**src/rtl/ppc_pkg.sv**
```systemverilog
// ----------------------------------------------------------------------------
// ppc_pkg
// Shared types, widths and constants of the positional PID controller.
// ----------------------------------------------------------------------------
package ppc_pkg;

  // configuration register indexes
  localparam logic [2:0] REG_PROP_GAIN   = 3'd0;
  localparam logic [2:0] REG_INTEG_GAIN  = 3'd1;
  localparam logic [2:0] REG_DERIV_GAIN  = 3'd2;
  localparam logic [2:0] REG_STEP_TIME   = 3'd3;
  localparam logic [2:0] REG_INTEG_LIMIT = 3'd4;

  localparam int CFG_IDX_W  = 3;
  localparam int CFG_DATA_W = 24;
  localparam int GAIN_W     = 24;
  localparam int DT_W       = 12;
  localparam int LIMIT_W    = 16;
  localparam int IN_W       = 16;
  localparam int OUT_W      = 48;

  localparam logic [DT_W-1:0]    STEP_TIME_RESET   = 12'd256;
  localparam logic [LIMIT_W-1:0] INTEG_LIMIT_RESET = 16'd9000;

  // shared multiplier: signed operand a, unsigned operand b
  localparam int MUL_A_W = 30;
  localparam int MUL_B_W = GAIN_W;
  localparam int PROD_W  = MUL_A_W + MUL_B_W + 1;

  // divider: signed dividend, two quotient bits per cycle
  localparam int DIVIDEND_W = 50;
  localparam int DIV_ITER   = DIVIDEND_W / 2;
  localparam int DIV_CNT_W  = $clog2(DIV_ITER);

  typedef struct packed {
    logic busy;
    logic done;
  } div_status_t;

endpackage

```
**src/rtl/ppc_div.sv**
```systemverilog
// ----------------------------------------------------------------------------
// ppc_div
// Iterative restoring divider, signed dividend by unsigned non-zero divisor,
// two quotient bits per cycle, quotient truncated toward zero.
// ----------------------------------------------------------------------------
module ppc_div (
  input  logic                                  clk,
  input  logic                                  rst,
  input  logic                                  start,
  input  logic signed [ppc_pkg::DIVIDEND_W-1:0] dividend,
  input  logic        [ppc_pkg::DT_W-1:0]       divisor,
  output logic signed [ppc_pkg::DIVIDEND_W-1:0] quotient,
  output ppc_pkg::div_status_t                  status
);
  import ppc_pkg::*;

  logic [DT_W:0]          rem;
  logic [DIVIDEND_W-1:0]  quo;
  logic [DT_W-1:0]        dsr;
  logic                   neg;
  logic [DIV_CNT_W-1:0]   cnt;
  logic                   busy;
  logic                   done;

  logic [DT_W:0]          rem_next;
  logic [DIVIDEND_W-1:0]  quo_next;

  // two dependent shift-subtract steps
  always_comb begin
    rem_next = rem;
    quo_next = quo;
    for (int k = 0; k < 2; k++) begin
      rem_next = {rem_next[DT_W-1:0], quo_next[DIVIDEND_W-1]};
      quo_next = {quo_next[DIVIDEND_W-2:0], 1'b0};
      if (rem_next >= {1'b0, dsr}) begin
        rem_next    = rem_next - {1'b0, dsr};
        quo_next[0] = 1'b1;
      end
    end
  end

  always_ff @(posedge clk) begin
    if (rst) begin
      busy <= 1'b0;
      done <= 1'b0;
      cnt  <= '0;
    end else begin
      done <= 1'b0;
      if (start) begin
        busy <= 1'b1;
        cnt  <= '0;
      end else if (busy) begin
        cnt <= cnt + 1'b1;
        if (cnt == DIV_CNT_W'(DIV_ITER - 1)) begin
          busy <= 1'b0;
          done <= 1'b1;
        end
      end
    end
  end

  always_ff @(posedge clk) begin
    if (start) begin
      neg <= dividend[DIVIDEND_W-1];
      quo <= dividend[DIVIDEND_W-1] ? DIVIDEND_W'(-dividend) : DIVIDEND_W'(dividend);
      rem <= '0;
      dsr <= divisor;
    end else if (busy) begin
      quo <= quo_next;
      rem <= rem_next;
    end
  end

  assign quotient    = neg ? -$signed(quo) : $signed(quo);
  assign status.busy = busy;
  assign status.done = done;

endmodule

```
**config.mk**
```make
export PLATFORM = sky130hd
export DESIGN_NAME = ppc_div
export DESIGN_NICKNAME = d
export VERILOG_FILES = /design/src/rtl/ppc_pkg.sv /design/src/rtl/ppc_div.sv
export SDC_FILE = /design/constraint.sdc
export NUM_CORES = 1
export LEC_CHECK = 0
export BUFFER_PORTS_ARGS = -buffer_cell sky130_fd_sc_hd__buf_4
export CAP_MARGIN = 20
export CORE_ASPECT_RATIO = 1.2
export CORE_MARGIN = 4
export CORE_UTILIZATION = 30
export DETAILED_ROUTE_END_ITERATION = 16
export GPL_ROUTABILITY_DRIVEN = 0
export PLACE_DENSITY = 0.59
export SYNTH_ARGS = -nofsm -noshare
export SYNTH_HDL_FRONTEND = slang
export SYNTH_SLANG_ARGS = --single-unit
```
**constraint.sdc**
```tcl
create_clock -name clk -period 6.3 [get_ports clk]
set_input_delay 0.945 -clock clk [delete_from_list [all_inputs] [get_ports clk]]
set_output_delay 0.945 -clock clk [all_outputs]
set_load 0.03 [all_outputs]
```
==> results.md, run 1 <==
- Status: complete, no violations
- Post-route clock period utilization: 0.8014
- DRT met1 WL: 7642 um
- Total wire length: 17690 um
- IO Count: 117
- # clock sinks: 82
- Ys flop type: edfxtp_1
- IO Port Bufs: 116
- Core area: 21190 sq um
- Routed wl met3: 918 um
- Die Span Y: 169.8 um
- Slew headroom: 0.4920
- Tot GR Track Use: 0.1478
- Nets@finish: 923
- Number of max-cap violations: 0
- Slew Limit Fails: 0
- Delay-heaviest family, CP: compound AO/OA/AOI/OAI gates
- Hold buffers post-CTS: 0
- Count leader, synth: nor2_1
- Hold Slack: 0.5057 ns
- Pwr dens: 283.1 nW/um^2
- Vias/cell: 5.086
- Cell Rows: 58
- Commonest cells in the netlist: nor2_1 (82), edfxtp_1 (63), a21oi_1 (61)
- CP arrival: 5.30 ns
- Fin util: 0.3754
- Antenna violations before repair: 1
- Total Power: 2.252 mW
- Final std cells w/o fill: 1103
- Clock root cell: clkbuf_16
- Dpl ws: 1.313 ns
- Number of enable flip-flop cells after synthesis: 63
- Final Worst Setup Slack: 1.251 ns
- HP Class: flop to flop
- Worst Setup End Kind: flop
- Syn Nets: 827
- CTS resizes: 0
- Post-DP Area: 7654 sq um
- Largest area contributor in the netlist: edfxtp_1
- Synth top area share: 0.2891
- Unrepaired setup endpoints after global routing: false
- Seq cells post-synth: 82
- Global-route wire length before repair: 28900 um
- DIE AREA: 24250 sq um
- Peak VDD IR: 117.1 uV
- DIE WIDTH: 142.8 um
- Sequential area share after synthesis: 0.3472
- Synth Warn #: 0
- Setup Fix Bufs, Post-CTS: 0
- Synth Cell Area: 6544 sq um
- Share of layout cells above drive strength 1: 0.2029
- Setup TNS: 0 ns
- Setup Skew: 0.01293 ns
- Pin count of the biggest net entering global routing: 53
- H-tree Lvls: 3
- FFs w/ async S/R, synth: 0
- Final Hold Vio Count: 0
- Vias: 5610
- CP cell instances: inv_1 -> ha_1 -> nor2b_1 -> o31a_1 -> o211ai_1 -> a21oi_1 -> o41ai_2 -> buf_4 -> mux2_2 -> ha_1 -> a21o_1 -> a221o_1 -> a2111oi_0 -> o41ai_1 -> a21oi_1 -> xnor2_1 -> nand2_1 -> a311oi_1
- Final antenna-violating net count: 0
- Minimum clock period: 5.049 ns
- CP Max Fanout: 9
- Synth cell types: 63
- Starting Density: 0.3088
- Highest clock rate: 0.1981 GHz
- Drc violations: 0
- Req. time, crit path: 6.55 ns
- 1st-iter DRT viols: 334
- Wire length per cell: 16.04 um
- Largest cells by area after synthesis: edfxtp_1 (29%), xnor2_1 (8.0%), xor2_1 (7.1%)
- Delay of the slowest critical-path stage: 0.58 ns
- Crit path launch type: flop
- Max Root-Sink Buffers: 2
- Buf/Inv on CP: 2
- Cells after Synth: 732
- Global route overflow: 0
- Final Cell Area: 7955 sq um
- DR WL met2: 8800 um
- Placed insts: 1087
- Synth-to-Final Area Change: 21.57%
- CTS Buf Count: 9
- Worst Setup Path Type: flop to flop
- Clock-pin slew on the worst setup and hold paths: 0.07 ns
- Actual slew at the worst max-slew pin: 0.7550 ns
- Detail Placement HPWL: 13690 um
- Uppermost routed layer: met5
- Number of global-route vias before repair: 5733
- Leakage power: 3.094 nW
- CP max-delay cell: a2111oi_0
- # diodes: 0
- Final setup fails: 0
- CTS tree: built
- 1st-pass router iterations: 6
- Mean post-synth cell area: 8.940 sq um
- Later-pin clock latency in the skew report: 0.35 ns
## registers in the layout (all words and copies together), names as in the netlist
register  flops
quo          50
dsr          12
rem          12
cnt           5
busy          1
done          1
neg           1
## final cells by class
type / count / area, sq um
fillers: 2208 / 13240
multi-input cells: 581 / 4004
flip-flops and latches: 82 / 2272
repair buffers: 123 / 923.4
well taps: 270 / 337.8
clock buffers: 9 / 225.2
inverters: 31 / 116.4
clock inverters: 7 / 76.32
## placed cells by master (no fill, tap or decap), drive strengths merged, types with 6 or more instances in the layout
cell | Yosys | layout
mux2 | 11 | 11
or4 | 16 | 16
a21oi | 61 | 61
nand3 | 8 | 8
nor4 | 6 | 6
edfxtp | 63 | 63
o21ai | 43 | 43
clkbuf | 28 | 9
ha | 28 | 28
xor2 | 53 | 53
nor2 | 83 | 83
or3 | 11 | 11
nand2b | 7 | 7
xnor2 | 60 | 60
o41ai | 18 | 18
o31ai | 25 | 25
nor3 | 11 | 11
buf | 10 | 123
inv | 31 | 34
or2 | 9 | 9
a311oi | 9 | 9
nand4 | 8 | 8
nand2 | 56 | 56
dfxtp | 19 | 19
## path summary, 6_finish.rpt
path	slack, ns	start	end	cells after the start
max reg2reg	1.25	dsr[1]$_DFFE_PP_	rem[10]$_SDFFE_PP0P_	18
min	0.51	rem[6]$_SDFFE_PP0P_	rem[6]$_SDFFE_PP0P_	2
max	1.25	dsr[1]$_DFFE_PP_	rem[10]$_SDFFE_PP0P_	18
min reg2reg	0.51	rem[6]$_SDFFE_PP0P_	rem[6]$_SDFFE_PP0P_	2
## metal layers
| layer | GRT usage | up-vias |
|---|---|---|
| li1 | - | 2860 |
| met1 | 0.1857 | 2617 |
| met2 | 0.2555 | 110 |
| met3 | 0.02678 | 21 |
| met4 | 0.04795 | 2 |
| met5 | 0 | - |
## power breakdown
| group | internal, mW | switching, mW | total (mW) |
|---|---|---|---|
| logic | 0.407 | 0.572 | 0.979 |
| clock network | 0.311 | 0.239 | 0.550 |
| registers | 0.657 | 0.0662 | 0.723 |
| total | 1.37 | 0.878 | 2.25 |
## kinds of logic after synthesis
kind of cell    count (synthesis)  synth area share
simple gates                  231            0.1774
compound gates                191            0.1958
xor+xnor                      113            0.1512
flops                          82            0.3472
buf+inv                        69           0.04206
fa+ha+maj                      30           0.05966
mux                            16           0.02658
## worst min-delay path: stages, from the launching register on
cell	delay, ns
dfxtp_1	0.33
nor2_1	0.09
a311oi_1	0.05
(Power assumes the default switching activity.)
==> run 2: changes to the inputs <==
==> constraint.sdc (replaced) <==
create_clock -name clk -period 5 [get_ports clk]
set_input_delay 0.75 -clock clk [delete_from_list [all_inputs] [get_ports clk]]
set_output_delay 0.75 -clock clk [all_outputs]
set_load 0.03 [all_outputs]
==> results.md, run 2 (synthesized netlist as in run 1, its figures left out) <==
- Total wire length: 17460 um
- Delay of the slowest critical-path stage: 0.46 ns
- Status: complete, no violations
- DIE WIDTH: 142.8 um
- Crit path launch type: flop
- Sw Share: 0.3788
- CTS tree: built
- CP arrival: 4.92 ns
- Vias/cell: 5.105
- Worst Hold Launch: rem[6]$_SDFFE_PP0P_
- CP max-delay cell: a2111oi_2
- Vias: 5641
- Share of layout cells above drive strength 1: 0.2120
- Most frequent cells in the layout: buf_4 (126), nor2_1 (82), edfxtp_1 (63)
- Worst Setup Path Type: flop to flop
- Commonest non-fill, non-tap cell in the layout: buf_4
- Sequential share of power: 0.315
- Min-Delay Endpoint: rem[6]$_SDFFE_PP0P_
- Wire length per cell: 15.80 um
- Final antenna-violating net count: 0
- Drc violations: 0
- Core area: 21190 sq um
- R2r endpoint: rem[10]$_SDFFE_PP0P_
- Pwr dens: 361.2 nW/um^2
- Highest clock rate: 0.2145 GHz
- Leakage power: 3.111 nW
- HP Class: flop to flop
- Nets@finish: 926
- Worst r2r src: dsr[1]$_DFFE_PP_
- Fillers: 2221
- H-tree Lvls: 3
- Pint: 1.796 mW
- Hold buffers post-CTS: 0
- CP Max Fanout: 11
- Setup Skew: 0.01029 ns
- Synth-to-Final Area Change: 22.33%
- Die Span Y: 169.8 um
- Setup TNS: 0 ns
- Later-pin clock latency in the skew report: 0.35 ns
- Tot GR Track Use: 0.1467
- Clock root cell: clkbuf_16
- # clock sinks: 82
- Post-route clock period utilization: 0.9322
- Starting Density: 0.3088
- # diodes: 0
- CP cell instances: inv_2 -> ha_1 -> nor2b_1 -> o31a_1 -> o211ai_1 -> a21oi_1 -> o41ai_2 -> buf_4 -> mux2_2 -> ha_1 -> a21o_1 -> a221o_1 -> a2111oi_2 -> o41ai_1 -> a21oi_1 -> xnor2_1 -> nand2_1 -> a311oi_1
- Number of global-route vias before repair: 5700
- Number of max-cap violations: 0
- Final setup fails: 0
- Final Hold Vio Count: 0
- Worst Setup End Kind: flop
- Total Power: 2.891 mW
- Largest register FFs: 50
- R2R Setup Slk: 0.34 ns
- Global route overflow: 0
- Largest Register: quo
- Req. time, crit path: 5.26 ns
- Top Registers: quo: 50 flops, dsr: 12 flops, rem: 12 flops
- CTS Buf Count: 9
- Cell Rows: 58
- Worst reg2reg path depth: 18
- IO Port Bufs: 116
- Slew headroom: 0.3493
- Clock share of power: 0.246
- Comb pwr share: 0.438
- Minimum clock period: 4.661 ns
- Peak VDD IR: 158.4 uV
- Pin count of the biggest net entering global routing: 68
- Net Sw Power: 1.095 mW
- Actual slew at the worst max-slew pin: 0.9761 ns
- Global-route wire length before repair: 28750 um
- Slew Limit Fails: 0
- IO Count: 117
- DIE AREA: 24250 sq um
- 1st-pass router iterations: 4
- Number of cells on the worst hold path: 2
- 1st-iter DRT viols: 277
- Detail Placement HPWL: 13310 um
- Clock-pin slew on the worst setup and hold paths: 0.06 ns
- Max Root-Sink Buffers: 2
- Antenna violations before repair: 0
run 2: worst max path at each step:
stage	from	endpoint	slack [ns]	depth (start not counted)
floorplan	dsr[1]$_DFFE_PP_	rem[9]$_SDFFE_PP0P_	0.29	19
global placement	dsr[1]$_DFFE_PP_	rem[10]$_SDFFE_PP0P_	0.32	18
detailed placement	dsr[1]$_DFFE_PP_	rem[10]$_SDFFE_PP0P_	0.25	18
CTS	dsr[1]$_DFFE_PP_	rem[1]$_SDFFE_PP0P_	0.23	19
global route	dsr[1]$_DFFE_PP_	rem[10]$_SDFFE_PP0P_	-0.03	18
finish	dsr[1]$_DFFE_PP_	rem[10]$_SDFFE_PP0P_	0.34	18
run 2: area by class of cell:
type	count	area (sq um)	share of cell area
clock buffers	9	225.2	0.02813
clock inverters	6	82.58	0.01032
inverters	31	116.4	0.01454
multi-input cells	581	4025	0.5028
flip-flops and latches	82	2272	0.2838
well taps	270	337.8	0.04220
repair buffers	126	945.9	0.1182
run 2: through the flow:
step | setup WS, ns | hold WS (ns) | cell area (sq um) | utilization | cells
after floorplan | 0.2933 | 0.4693 | 6544 | - | 732
after global placement | 0.3212 | 0.4977 | 7661 | 0.3615 | 1088
after detailed placement | 0.2451 | 0.4956 | 7661 | 0.3615 | 1088
after CTS | 0.2254 | 0.5038 | 7969 | 0.3761 | 1103
after global routing | -0.03471 | 0.5364 | 8005 | 0.3778 | 1105
final | 0.3390 | 0.5019 | 8005 | 0.3778 | 1105
run 2: power groups by stage:
stage	registers (mW)	clock network [mW]	logic (mW)
floorplan	0.898	0	0.874
global placement	0.926	0	1.23
detailed placement	0.926	0	1.23
CTS	0.913	0.728	1.25
global route	0.925	0.757	1.40
finish	0.912	0.713	1.27
run 2: per-layer routing:
metal | routed length, um | vias to the layer above | track usage
li1 | - | 2872 | -
met1 | 7634 | 2632 | 0.1853
met2 | 8578 | 113 | 0.2451
met3 | 819 | 24 | 0.03016
met4 | 426 | 0 | 0.05746
met5 | 0 | - | 0
run 2: worst max-delay path, delay by kind of cell, from the launching register on:
| kind | cells | cell delay [ns] |
|---|---|---|
| compound gates | 10 | 2.50 |
| mux | 1 | 0.37 |
| simple gates | 2 | 0.22 |
| flops | 1 | 0.38 |
| buf+inv | 2 | 0.36 |
| fa+ha+maj | 2 | 0.59 |
| xor+xnor | 1 | 0.15 |
run 2: repair_timing:
action / in CTS / in global routing
setup buffers: 0 / 2
gates resized for setup: 0 / 6
hold endpoints to repair: 0 / 0
setup endpoints to repair: 0 / 13
==> run 3: changes to the inputs <==
--- a/config.mk
+++ b/config.mk
@@ -12,7 +12,7 @@
 export CORE_UTILIZATION = 30
 export DETAILED_ROUTE_END_ITERATION = 16
 export GPL_ROUTABILITY_DRIVEN = 0
-export PLACE_DENSITY = 0.59
+export PLACE_DENSITY = 0.52
 export SYNTH_ARGS = -nofsm -noshare
 export SYNTH_HDL_FRONTEND = slang
 export SYNTH_SLANG_ARGS = --single-unit
==> results.md, run 3 (synthesized netlist as in run 1, its figures left out) <==
- Status: complete, no violations
- 1st-pass router iterations: 5
- Die Span Y: 169.8 um
- Core area: 21190 sq um
- Worst reg2reg path depth: 19
- Top Registers: quo: 50 flops, dsr: 12 flops, rem: 12 flops
- Commonest non-fill, non-tap cell in the layout: buf_4
- Antenna violations before repair: 0
- CTS Buf Count: 9
- Slew headroom: 0.5060
- Number of global-route vias before repair: 5501
- Critical Path End: rem[3]$_SDFFE_PP0P_
- Synth-to-Final Area Change: 21.91%
- Pin count of the biggest net entering global routing: 65
- DIE WIDTH: 142.8 um
- Later-pin clock latency in the skew report: 0.35 ns
- # clock sinks: 82
- Total wire length: 18160 um
- R2R Setup Slk: 0.35 ns
- CP Max Fanout: 12
- H-tree Lvls: 3
- Max Root-Sink Buffers: 2
- Leakage power: 3.092 nW
- Post-DP Area: 7669 sq um
- Worst Setup Path Type: flop to flop
- Vias: 5641
- Setup Skew: 0.009577 ns
- Share of layout cells above drive strength 1: 0.2084
- Crit path launch type: flop
- IO Count: 117
- Clock-pin slew on the worst setup and hold paths: 0.06 ns
- Setup TNS: 0 ns
- Pwr dens: 359.3 nW/um^2
- Vias/cell: 5.105
- Drc violations: 0
- Minimum clock period: 4.648 ns
- Crit path from: dsr[1]$_DFFE_PP_
- Post-route clock period utilization: 0.9296
- Worst r2r src: dsr[1]$_DFFE_PP_
- Req. time, crit path: 5.25 ns
- Final Cell Area: 7978 sq um
- R2r endpoint: rem[3]$_SDFFE_PP0P_
- Clock root cell: clkbuf_16
- HP Class: flop to flop
- Largest register FFs: 50
- Number of max-cap violations: 0
- Peak VDD IR: 138.6 uV
- Hold buffers post-CTS: 0
- Final Hold Vio Count: 0
- Highest clock rate: 0.2151 GHz
- Worst Setup End Kind: flop
- CP arrival: 4.90 ns
- IO Port Bufs: 116
- Detail Placement HPWL: 13810 um
- CTS tree: built
- 1st-iter DRT viols: 265
- Starting Density: 0.3088
- Actual slew at the worst max-slew pin: 0.7342 ns
- DIE AREA: 24250 sq um
- Global-route wire length before repair: 28890 um
- Unrepaired setup endpoints after global routing: false
- Final antenna-violating net count: 0
- Wire length per cell: 16.43 um
- # diodes: 0
- Final setup fails: 0
- Nets@finish: 925
- Slew Limit Fails: 0
- Tot GR Track Use: 0.1496
- Cell Rows: 58
- Largest Register: quo
- Global route overflow: 0
- Most frequent cells in the layout: buf_4 (125), nor2_1 (82), edfxtp_1 (63)
## run 3: where the power goes
part	internal, mW	switching, mW	total (mW)
combinational	0.522	0.727	1.25
sequential	0.828	0.0852	0.913
clock	0.391	0.313	0.704
total	1.74	1.13	2.87
## run 3: per-layer routing
layer  global-route usage  wire length, um  vias up
li1                     -                -     2868
met1               0.1929             8135     2645
met2               0.2545             8917      112
met3              0.02311              802       16
met4              0.05085              300        0
met5                    0                0        -
## run 3: cell type report
type                            count  area [sq um]
Inverter                           31         116.4
Multi-Input combinational cell    581          4009
Sequential cell                    82          2272
Clock buffer                        9         225.2
Fill cell                        2242         13210
Timing Repair Buffer              125         938.4
Tap cell                          270         337.8
Clock inverter                      7         78.83
## run 3: worst min path at each step
stage                         start                    to  slack [ns]  depth (start not counted)
2_1_floorplan  rem[11]$_SDFFE_PP0P_  rem[11]$_SDFFE_PP0P_        0.47                          2
3_3_place_gp   rem[11]$_SDFFE_PP0P_  rem[11]$_SDFFE_PP0P_        0.49                          2
3_5_place_dp   rem[11]$_SDFFE_PP0P_  rem[11]$_SDFFE_PP0P_        0.49                          2
4_1_cts        rem[11]$_SDFFE_PP0P_  rem[11]$_SDFFE_PP0P_        0.50                          2
5_1_grt        rem[11]$_SDFFE_PP0P_  rem[11]$_SDFFE_PP0P_        0.53                          2
6_report       rem[11]$_SDFFE_PP0P_  rem[11]$_SDFFE_PP0P_        0.50                          2
## run 3: repair_timing
| action | in CTS | in global routing |
|---|---|---|
| endpoints found under the hold margin | 0 | 0 |
| setup endpoints to repair | 0 | 10 |
| resized for setup | 0 | 3 |
| setup buffers | 0 | 0 |
## run 3: metrics by stage
stage	power (mW)	instances	utilization	hold WS, ns	setup slack, ns
floorplan	1.773	732	-	0.4693	0.2933
global placement	2.173	1089	0.3619	0.4876	0.3741
detailed placement	2.171	1089	0.3619	0.4921	0.3143
CTS	2.887	1105	0.3762	0.5011	0.2754
global route	3.043	1105	0.3765	0.5265	0.006591
finish	2.866	1105	0.3765	0.4989	0.3518
## run 3: worst max-delay path, stage by stage, from the launching register on
cell and delay [ns]:
edfxtp_1 0.39, inv_2 0.13, ha_1 0.25, nor2b_1 0.14
o31a_1 0.26, o211ai_1 0.26, a21oi_1 0.12, o41ai_2 0.20
buf_4 0.26, mux2_2 0.37, ha_1 0.35, a211oi_1 0.24
o31ai_1 0.11, a21o_1 0.17, a21o_1 0.18, a221o_1 0.36
a31oi_1 0.18, buf_4 0.22, nand2_1 0.07, a311oi_1 0.26
